## config.mk

```make
export PLATFORM = sky130hd
export DESIGN_NAME = dwse_lane
export DESIGN_NICKNAME = d
export VERILOG_FILES = /design/src/design/dwse_pkg.sv /design/src/design/dwse_lane.sv
export SDC_FILE = /design/constraint.sdc
export NUM_CORES = 2
export LEC_CHECK = 0
export BUFFER_PORTS_ARGS = -buffer_cell sky130_fd_sc_hd__buf_2
export CAP_MARGIN = 20
export CORE_MARGIN = 5
export CORE_UTILIZATION = 60
export DETAILED_ROUTE_END_ITERATION = 8
export PLACE_DENSITY = 0.8
export SYNTH_ARGS = -nofsm -noshare
export SYNTH_HDL_FRONTEND = slang
export SYNTH_SLANG_ARGS = --single-unit
```

## constraint.sdc

```tcl
create_clock -name clk_i -period 10.45 [get_ports clk_i]
set_input_delay 3.135 -clock clk_i [delete_from_list [all_inputs] [get_ports clk_i]]
set_output_delay 3.135 -clock clk_i [all_outputs]
set_load 0.02 [all_outputs]
```

## src/design/dwse_pkg.sv

```systemverilog
`default_nettype none
package dwse_pkg;

  localparam int unsigned CntW     = 16;
  localparam int unsigned WgtW     = 20;
  localparam int unsigned SpdW     = 24;
  localparam int unsigned ScaleW   = 24;
  localparam int unsigned LimW     = 23;
  localparam int unsigned GainW    = 32;
  localparam int unsigned DistW    = 64;
  localparam int unsigned CfgIdxW  = 2;
  localparam int unsigned CfgDataW = 32;

  typedef enum logic [CfgIdxW-1:0] {
    CFG_LEFT_SCALE    = 2'd0,
    CFG_RIGHT_SCALE   = 2'd1,
    CFG_SPEED_LIMIT   = 2'd2,
    CFG_DISTANCE_GAIN = 2'd3
  } cfg_idx_e;

  localparam logic [ScaleW-1:0] ScaleRst = 24'd2621;
  localparam logic [LimW-1:0]   LimitRst = 23'd524288;
  localparam logic [GainW-1:0]  GainRst  = 32'd1717987;

  // ceil(2^32 / 10), exact floor(m / 10) for m below 2^30
  localparam logic [28:0] Recip10 = 29'd429496730;

  // filter weights, 0.15 and 0.85 in Q0.16
  localparam logic signed [14:0] KOld = 15'sd9830;
  localparam logic signed [17:0] KNew = 18'sd55706;

  // scaled count cap, far beyond anything that clears the speed clamp
  localparam logic [26:0] XCap = 27'h7FFFFFF;

  localparam logic signed [29:0] SpdMin = -30'sd8388608;

  typedef enum logic [2:0] {
    ST_IDLE,
    ST_DIV,
    ST_SPLIT,
    ST_FRAC,
    ST_FILT,
    ST_UPD,
    ST_OUT
  } state_e;

  typedef struct packed {
    logic start;
    logic div;
    logic split;
    logic frac;
    logic filt;
    logic upd;
    logic out_load;
  } ctrl_t;

  typedef struct packed {
    logic signed [SpdW-1:0]  left_speed_out;
    logic signed [SpdW-1:0]  right_speed_out;
    logic signed [SpdW-1:0]  mean_speed;
    logic signed [WgtW-1:0]  left_weighted;
    logic signed [WgtW-1:0]  right_weighted;
    logic signed [DistW-1:0] distance_out;
  } result_t;

endpackage
`default_nettype wire

```

## src/design/dwse_lane.sv

```systemverilog
`default_nettype none
module dwse_lane (
  input  wire                                  clk_i,
  input  wire                                  rst_ni,
  input  wire  dwse_pkg::ctrl_t                ctrl_i,
  input  wire  logic signed [dwse_pkg::CntW-1:0] count_i,
  input  wire  logic [dwse_pkg::ScaleW-1:0]    scale_i,
  input  wire  logic [dwse_pkg::LimW-1:0]      limit_i,
  output logic signed [dwse_pkg::WgtW-1:0]     weight_o,
  output logic signed [dwse_pkg::SpdW-1:0]     speed_o
);

  logic signed [dwse_pkg::CntW-1:0] hist_q [3];
  logic signed [dwse_pkg::SpdW-1:0] speed_q, speed_d;

  logic signed [dwse_pkg::WgtW-1:0] w_q, w_d;
  logic [18:0]                      wm_q, wm_d;
  logic                             neg_q;
  logic [15:0]                      a_q, a_d;
  logic [27:0]                      m2_q, m2_d;
  logic [39:0]                      as_q, as_d;
  logic [23:0]                      q2_q, q2_d;
  logic signed [37:0]               pv_q, pv_d;
  logic signed [44:0]               px_q, px_d;

  logic signed [dwse_pkg::WgtW-1:0] c0e, h0e, h1e, h2e;
  logic [47:0]                      diva_p;
  logic [18:0]                      ten_a;
  logic [3:0]                       b;
  logic [56:0]                      frac_p;
  logic [40:0]                      xm;
  logic [26:0]                      xc;
  logic signed [27:0]               x;
  logic signed [45:0]               s;
  logic signed [29:0]               r;
  logic signed [29:0]               lim;

  // weighted count 4c0 + 3c1 + 2c2 + c3
  always_comb begin
    c0e  = 20'(count_i);
    h0e  = 20'(hist_q[0]);
    h1e  = 20'(hist_q[1]);
    h2e  = 20'(hist_q[2]);
    w_d  = (c0e <<< 2) + (h0e <<< 1) + h0e + (h1e <<< 1) + h2e;
    wm_d = w_d[dwse_pkg::WgtW-1] ? 19'(-w_d) : 19'(w_d);
  end

  // |w| = 10a + b, then |w|*scale/10 = a*scale + (b*scale)/10
  always_comb begin
    diva_p = 48'(wm_q) * 48'(dwse_pkg::Recip10);
    a_d    = diva_p[47:32];
    ten_a  = 19'({a_q, 3'b000}) + 19'({a_q, 1'b0});
    b      = 4'(wm_q - ten_a);
    m2_d   = 28'(b) * 28'(scale_i);
    as_d   = 40'(a_q) * 40'(scale_i);
    frac_p = 57'(m2_q) * 57'(dwse_pkg::Recip10);
    q2_d   = frac_p[55:32];
  end

  always_comb begin
    xm   = 41'(as_q) + 41'(q2_q);
    xc   = (xm > 41'(dwse_pkg::XCap)) ? dwse_pkg::XCap : xm[26:0];
    x    = neg_q ? -$signed({1'b0, xc}) : $signed({1'b0, xc});
    pv_d = speed_q * dwse_pkg::KOld;
    px_d = x * dwse_pkg::KNew;
  end

  always_comb begin
    s   = 46'(pv_q) + 46'(px_q);
    r   = 30'(s >>> 16);
    lim = $signed(30'(limit_i));
    if (r > lim) begin
      speed_d = 24'(lim);
    end else if (r < dwse_pkg::SpdMin) begin
      speed_d = 24'(dwse_pkg::SpdMin);
    end else begin
      speed_d = r[dwse_pkg::SpdW-1:0];
    end
  end

  always_ff @(posedge clk_i or negedge rst_ni) begin
    if (!rst_ni) begin
      hist_q[0] <= '0;
      hist_q[1] <= '0;
      hist_q[2] <= '0;
      speed_q   <= '0;
    end else begin
      if (ctrl_i.start) begin
        hist_q[2] <= hist_q[1];
        hist_q[1] <= hist_q[0];
        hist_q[0] <= count_i;
      end
      if (ctrl_i.upd) begin
        speed_q <= speed_d;
      end
    end
  end

  always_ff @(posedge clk_i) begin
    if (ctrl_i.start) begin
      w_q   <= w_d;
      wm_q  <= wm_d;
      neg_q <= w_d[dwse_pkg::WgtW-1];
    end
    if (ctrl_i.div) begin
      a_q <= a_d;
    end
    if (ctrl_i.split) begin
      m2_q <= m2_d;
      as_q <= as_d;
    end
    if (ctrl_i.frac) begin
      q2_q <= q2_d;
    end
    if (ctrl_i.filt) begin
      pv_q <= pv_d;
      px_q <= px_d;
    end
  end

  assign weight_o = w_q;
  assign speed_o  = speed_q;

endmodule
`default_nettype wire

```

Yosys cells after proc, flatten, opt, wreduce, memory -nomap -nowiden
Cells that the tools add are included.

word-level totals
  output and inout bits = 44
  register bits after elaboration = 301

cells by class
  mux-type cells = 5
  multiply operators = 6
  $lt $le $gt $ge = 3
  add/sub/neg operators = 10

operators by type and width
  cell                                                           number
  multiplier 28 x 28 -> 55 bit (second input constant)           1
  two-way mux 24 bit                                             2
  multiplier 19 x 28 -> 47 bit (second input constant)           1
  adder 38 x 45 -> 46 bit                                        1
  multiplier 28 x 16 -> 44 bit (second input constant)           1
  adder 40 x 24 -> 41 bit                                        1
  > comparator 41 x 27 -> 1 bit (second input constant)          1
  multiplier 16 x 24 -> 40 bit                                   1
  multiplier 24 x 14 -> 37 bit (second input constant)           1
  > comparator 30 x 24 -> 1 bit                                  1
  less-than comparator 30 x 24 -> 1 bit (second input constant)  1
  multiplier 4 x 24 -> 28 bit                                    1
  two-way mux 28 bit                                             1
  negator 27 -> 28 bit                                           1
  two-way mux 27 bit                                             1
  adder 19 x 16 -> 20 bit                                        1
  adder 20 x 16 -> 20 bit                                        1
  adder 20 x 17 -> 20 bit                                        1
  adder 18 x 17 -> 19 bit                                        1
  two-way mux 19 bit                                             1
  negator 19 bit                                                 1
  adder 4 bit                                                    1
  subtractor 4 bit                                               1

Logic depth before layout (Yosys ltp)
  word-level depth = 6
  depth in mapped cells = 51
  depth with buffers taken out = 48

Worst setup path before layout
No wires, ideal clock.

  path type = flip-flop to flip-flop
  from = register as_q[0]
  to = register px_q[41], data pin
  cell stages (with the launch flop) = 49
  arrival time = 10.821 ns
  setup slack = -0.629 ns
  cells stage by stage = edfxtp_1 ha_1 inv_1 fa_1 nor2b_1 o21a_1 o21a_1 o31ai_4 a31oi_1 a21oi_1 o21a_1 or3_1 a2111oi_0 nand3_1 or2_1 buf_2 buf_2 clkbuf_1 [13 not listed] inv_1 fa_1 inv_1 fa_1 fa_1 inv_1 fa_1 inv_1 ha_1 or4_1 o31ai_1 or4_1 a21oi_1 o41ai_1 a21oi_1 a21o_1 a21oi_1 xnor2_1

on the way
  word-level cells in the longest chain between the ends = 6

ends and longest elaborated chain
  what                              line              source
  from (decl)                       dwse_lane.sv:21   logic [39:0] as_q, as_d;
  from (signal assigned)            dwse_lane.sv:110  as_q <= as_d;
  adder 40 x 24 -> 41 bit (*)       dwse_lane.sv:61   xm = 41'(as_q) + 41'(q2_q);
  > comparator 41 x 27 -> 1 bit     dwse_lane.sv:62   xc = (xm > 41'(dwse_pkg::XCap)) ? dwse_pkg::XCap : xm[26:0];
  two-way mux 27 bit (*)            dwse_lane.sv:62
  negator 27 -> 28 bit              dwse_lane.sv:63   x = neg_q ? -$signed({1'b0, xc}) : $signed({1'b0, xc});
  two-way mux 28 bit (*)            dwse_lane.sv:63
  multiplier 28 x 16 -> 44 bit (*)  dwse_lane.sv:65   px_d = x * dwse_pkg::KNew;
  via px_d[41]                      dwse_lane.sv:24   logic signed [44:0] px_q, px_d;
  to (signal assigned)              dwse_lane.sv:117  px_q <= px_d;
  to (decl)                         dwse_lane.sv:24

Mark *: on every way through the listed nets, which the timed path passes. The rest lies on a longest branch.
A chain may end at the register's enable or synchronous reset.

Worst setup path after layout
  from = register as_q[0]
  to = register px_q[43], data pin

The elaborated chain is that of the path after synthesis.

==> results.md <==
* Yosys top cell area share at 0.349
* Critical Path Sink: px_q[43]
* Antenna Nets Post-Route at 0
* Clock latency on the worst-skew pair at 0.60 ns
* Simple-Gate Fraction of Synth Area at 0.0880
* Slew Limit Fails at 0
* Synth top cells by count: inv_1, fa_1, ha_1
* Placer Congestion at between 0.9 and 1
* Largest net degree at the start of global routing at between 80 and 90
* Layout cell share with drive strength beyond 1 at 0.107
* Setup TNS at -0.790 ns
* CP peak stage delay at approximately 0.56 ns
* Worst hold path type: register to register
* Die area at ~110000 um^2
* Routed len/inst at ~19 um
* Fin nets at 8823
* Initial antenna violation count at 5
* Number of synthesized flops with an enable pin at approximately 230
* Synth Area in XOR/XNOR at 0.0409
* Final setup viols at 6
* Syn_nets at around 8500
* Yosys cell types at 96
* Via density per instance at approximately 5.6
* Biggest area consumer among synthesized cells: fa_1
* Total clock sinks at 299
* Slew @ Worst Pin at 1.18 ns
* Final worst slack at -0.214 ns
* Max cap viols at 0
* Number of synthesized register bits at approximately 300
* Tcrit/Tclk final at 1.02
* Die Span Y at roughly 330 um
* Syn Inst Count at approximately 6300
* FF-to-FF path depth at 47
* Outcome: finished with violations
* # port buffers at roughly 110
* Post-place setup slack at -0.850 ns
* Largest family of logic cells by synthesized area: adder cells
* Clock Tree Buf Depth at 3
* Vias at between 40000 and 50000
* Clk_skew at roughly 0.032 ns
* CTS clock-pin slew for the worst setup and hold paths at about 0.060 ns
* CTS Root Cell: clkbuf_16
* Sequential-to-total area share from yosys stat at 0.136
* Most common cell in the synthesized netlist: inv_1
* Fin. Hold Viols at 0
* Max Freq at roughly 94 MHz
* Initial DRC count at between 2000 and 3000
* Endpoint type of the worst setup path: register
* CTS Hold Buffers Added at 0
* Drt pass-1 iters at 6
* YS warnings at 0
* Critical R2R Launch: as_q[0]
* N_diodes at 0
* Layout Area Growth over Synthesis at 9.95%
* DPL Wire Length at around 120 mm
* DRC viols at 0
* Slew HR at 0.212
* Final Util at 0.663
* Complex-gate fraction of the synthesized area at 0.0825
* Total CTS buffers at 38
* First-pass GRT wire length at 246 mm
* Failing checks: setup timing
* Maximum net fanout on the critical path at 5
* Total core area at 105000 um^2
* Vias in the first global route at around 49000
* Slowest CP cell: or4_4
* Gr ovfl total at 0
* Crit path launch: as_q[0]
* WP data required at 10.79 ns
* R2R setup slack at -0.21 ns
* Row Count at about 120
* CP arrival at 11.01 ns
* Worst flop-to-flop path endpoint: px_q[43]
* CTS tree: built
* Initial core utilization at 0.603
* Area contributors post-synth: fa_1, ha_1, edfxtp_1
* Routed wire length at between 100 and 150 mm
* Worst setup SP type: register
* Ports at 116
* Fraction of registers with async set/reset at 0.241
* Post-Syn Area per Cell at about 10 um^2
* Mux contribution to synthesized area at 0.00999
* Synth Area in Adders at 0.544
* Crit-path most repeated cell: inv_2
* RSZ-0062 raised after global routing: true
* Synth Cell Area at 63300 um^2
* Gr usage total at 0.270
* Final min period at 10.66 ns
* Critical path class: register to register
* CTS H-tree depth at 2
* Die X at around 330 um
* Post-synth top flop: edfxtp_1
cell usage in the layout, fill, tap and decap left out, types with 59 or more instances in the layout:
cell | netlist | routed
a21o_1 | 139 | 137
a21oi_1 | 216 | 200
and2_1 | 164 | 163
buf_2 | 9 | 111
buf_4 | 3 | 306
dfrtp_1 | 72 | 72
edfxtp_1 | 227 | 227
fa_1 | 1103 | 1097
ha_1 | 990 | 961
inv_1 | 1522 | 1510
nand2_1 | 441 | 439
nand2b_1 | 61 | 61
nor2_1 | 172 | 165
nor2b_1 | 60 | 59
nor3_1 | 68 | 65
o21ai_0 | 111 | 105
xnor2_1 | 191 | 186
xor2_1 | 102 | 100
cell families (layout without fill, tap and decap cells):
| kind of cell | Yosys count | after routing |
|---|---|---|
| adder cells (fa/ha/maj) | 2093 | 2093 |
| AO/OA/AOI/OAI | 775 | 775 |
| flip-flops | 299 | 299 |
| buffers and inverters | 1655 | 2022 |
| XOR/XNOR | 294 | 294 |
| multiplexers | 57 | 57 |
| AND/OR/NAND/NOR | 1148 | 1148 |
worst max-delay path: cells and delay by family, from the launching register on:
family                     cells  cell delay, ns
buffers and inverters          8            0.61
xor gates and xnor gates       1            0.14
AOI/OAI and AO/OA             15            2.83
and+or+nand+nor               13            2.97
DFF                            1            0.33
adders and majority gates     10            3.52
state kept, by name (all words and copies together) (netlist names):
name	count
a_q	16
as_q	40
h0e	16
h1e	16
h2e	16
m2_q	28
pv_q	37
px_q	44
q2_q	24
speed_o	24
weight_o	20
wm_q	18
worst min path at each step:
stage,start,endpoint,slack (ns),depth (start not counted)
2_1_floorplan,h2e[0],h2e[0],0.48,1
3_3_place_gp,speed_o[23],speed_o[23],0.48,2
3_5_place_dp,speed_o[23],speed_o[23],0.49,2
4_1_cts,speed_o[23],speed_o[23],0.50,2
5_1_grt,h2e[0],h2e[0],0.56,1
6_report,speed_o[23],speed_o[23],0.49,2
through the flow:
step / instances / instance area [um^2] / hold WS, ns
2_1_floorplan: 6321 / 63400 / 0.485
3_3_place_gp: 7975 / 67300 / 0.480
3_5_place_dp: 7975 / 67300 / 0.489
4_1_cts: 8061 / 69100 / 0.503
5_1_grt: 8079 / 69600 / 0.560
6_report: 8079 / 69600 / 0.494
layer usage:
metal	vias up	global-route usage	wire, um
met5	-	0	40
met4	4	0.0782	5040
met3	358	0.0346	9040
met2	1406	0.468	74500
met1	22800	0.360	60900
li1	20800	-	-
area by class of cell:
cell class / count / area (um^2)
Timing Repair Buffer: 429 / 3010
Fill cell: 7858 / 35500
Sequential cell: 299 / 8620
Clock buffer: 38 / 951
Clock inverter: 32 / 330
Inverter: 1523 / 5720
Tap cell: 1391 / 1740
Multi-Input combinational cell: 4367 / 49300
repair_timing:
| item | 4_1_cts | 5_1_grt |
|---|---|---|
| pin swaps | 64 | 83 |
| gates cloned | 0 | 0 |
| resized for setup | 71 | 70 |
| endpoints found under the setup margin | 14 | 18 |
| buffers inserted | 17 | 18 |
Power is not shown: default switching activity piles up to over one toggle a cycle in this logic, so the estimate is an artifact.
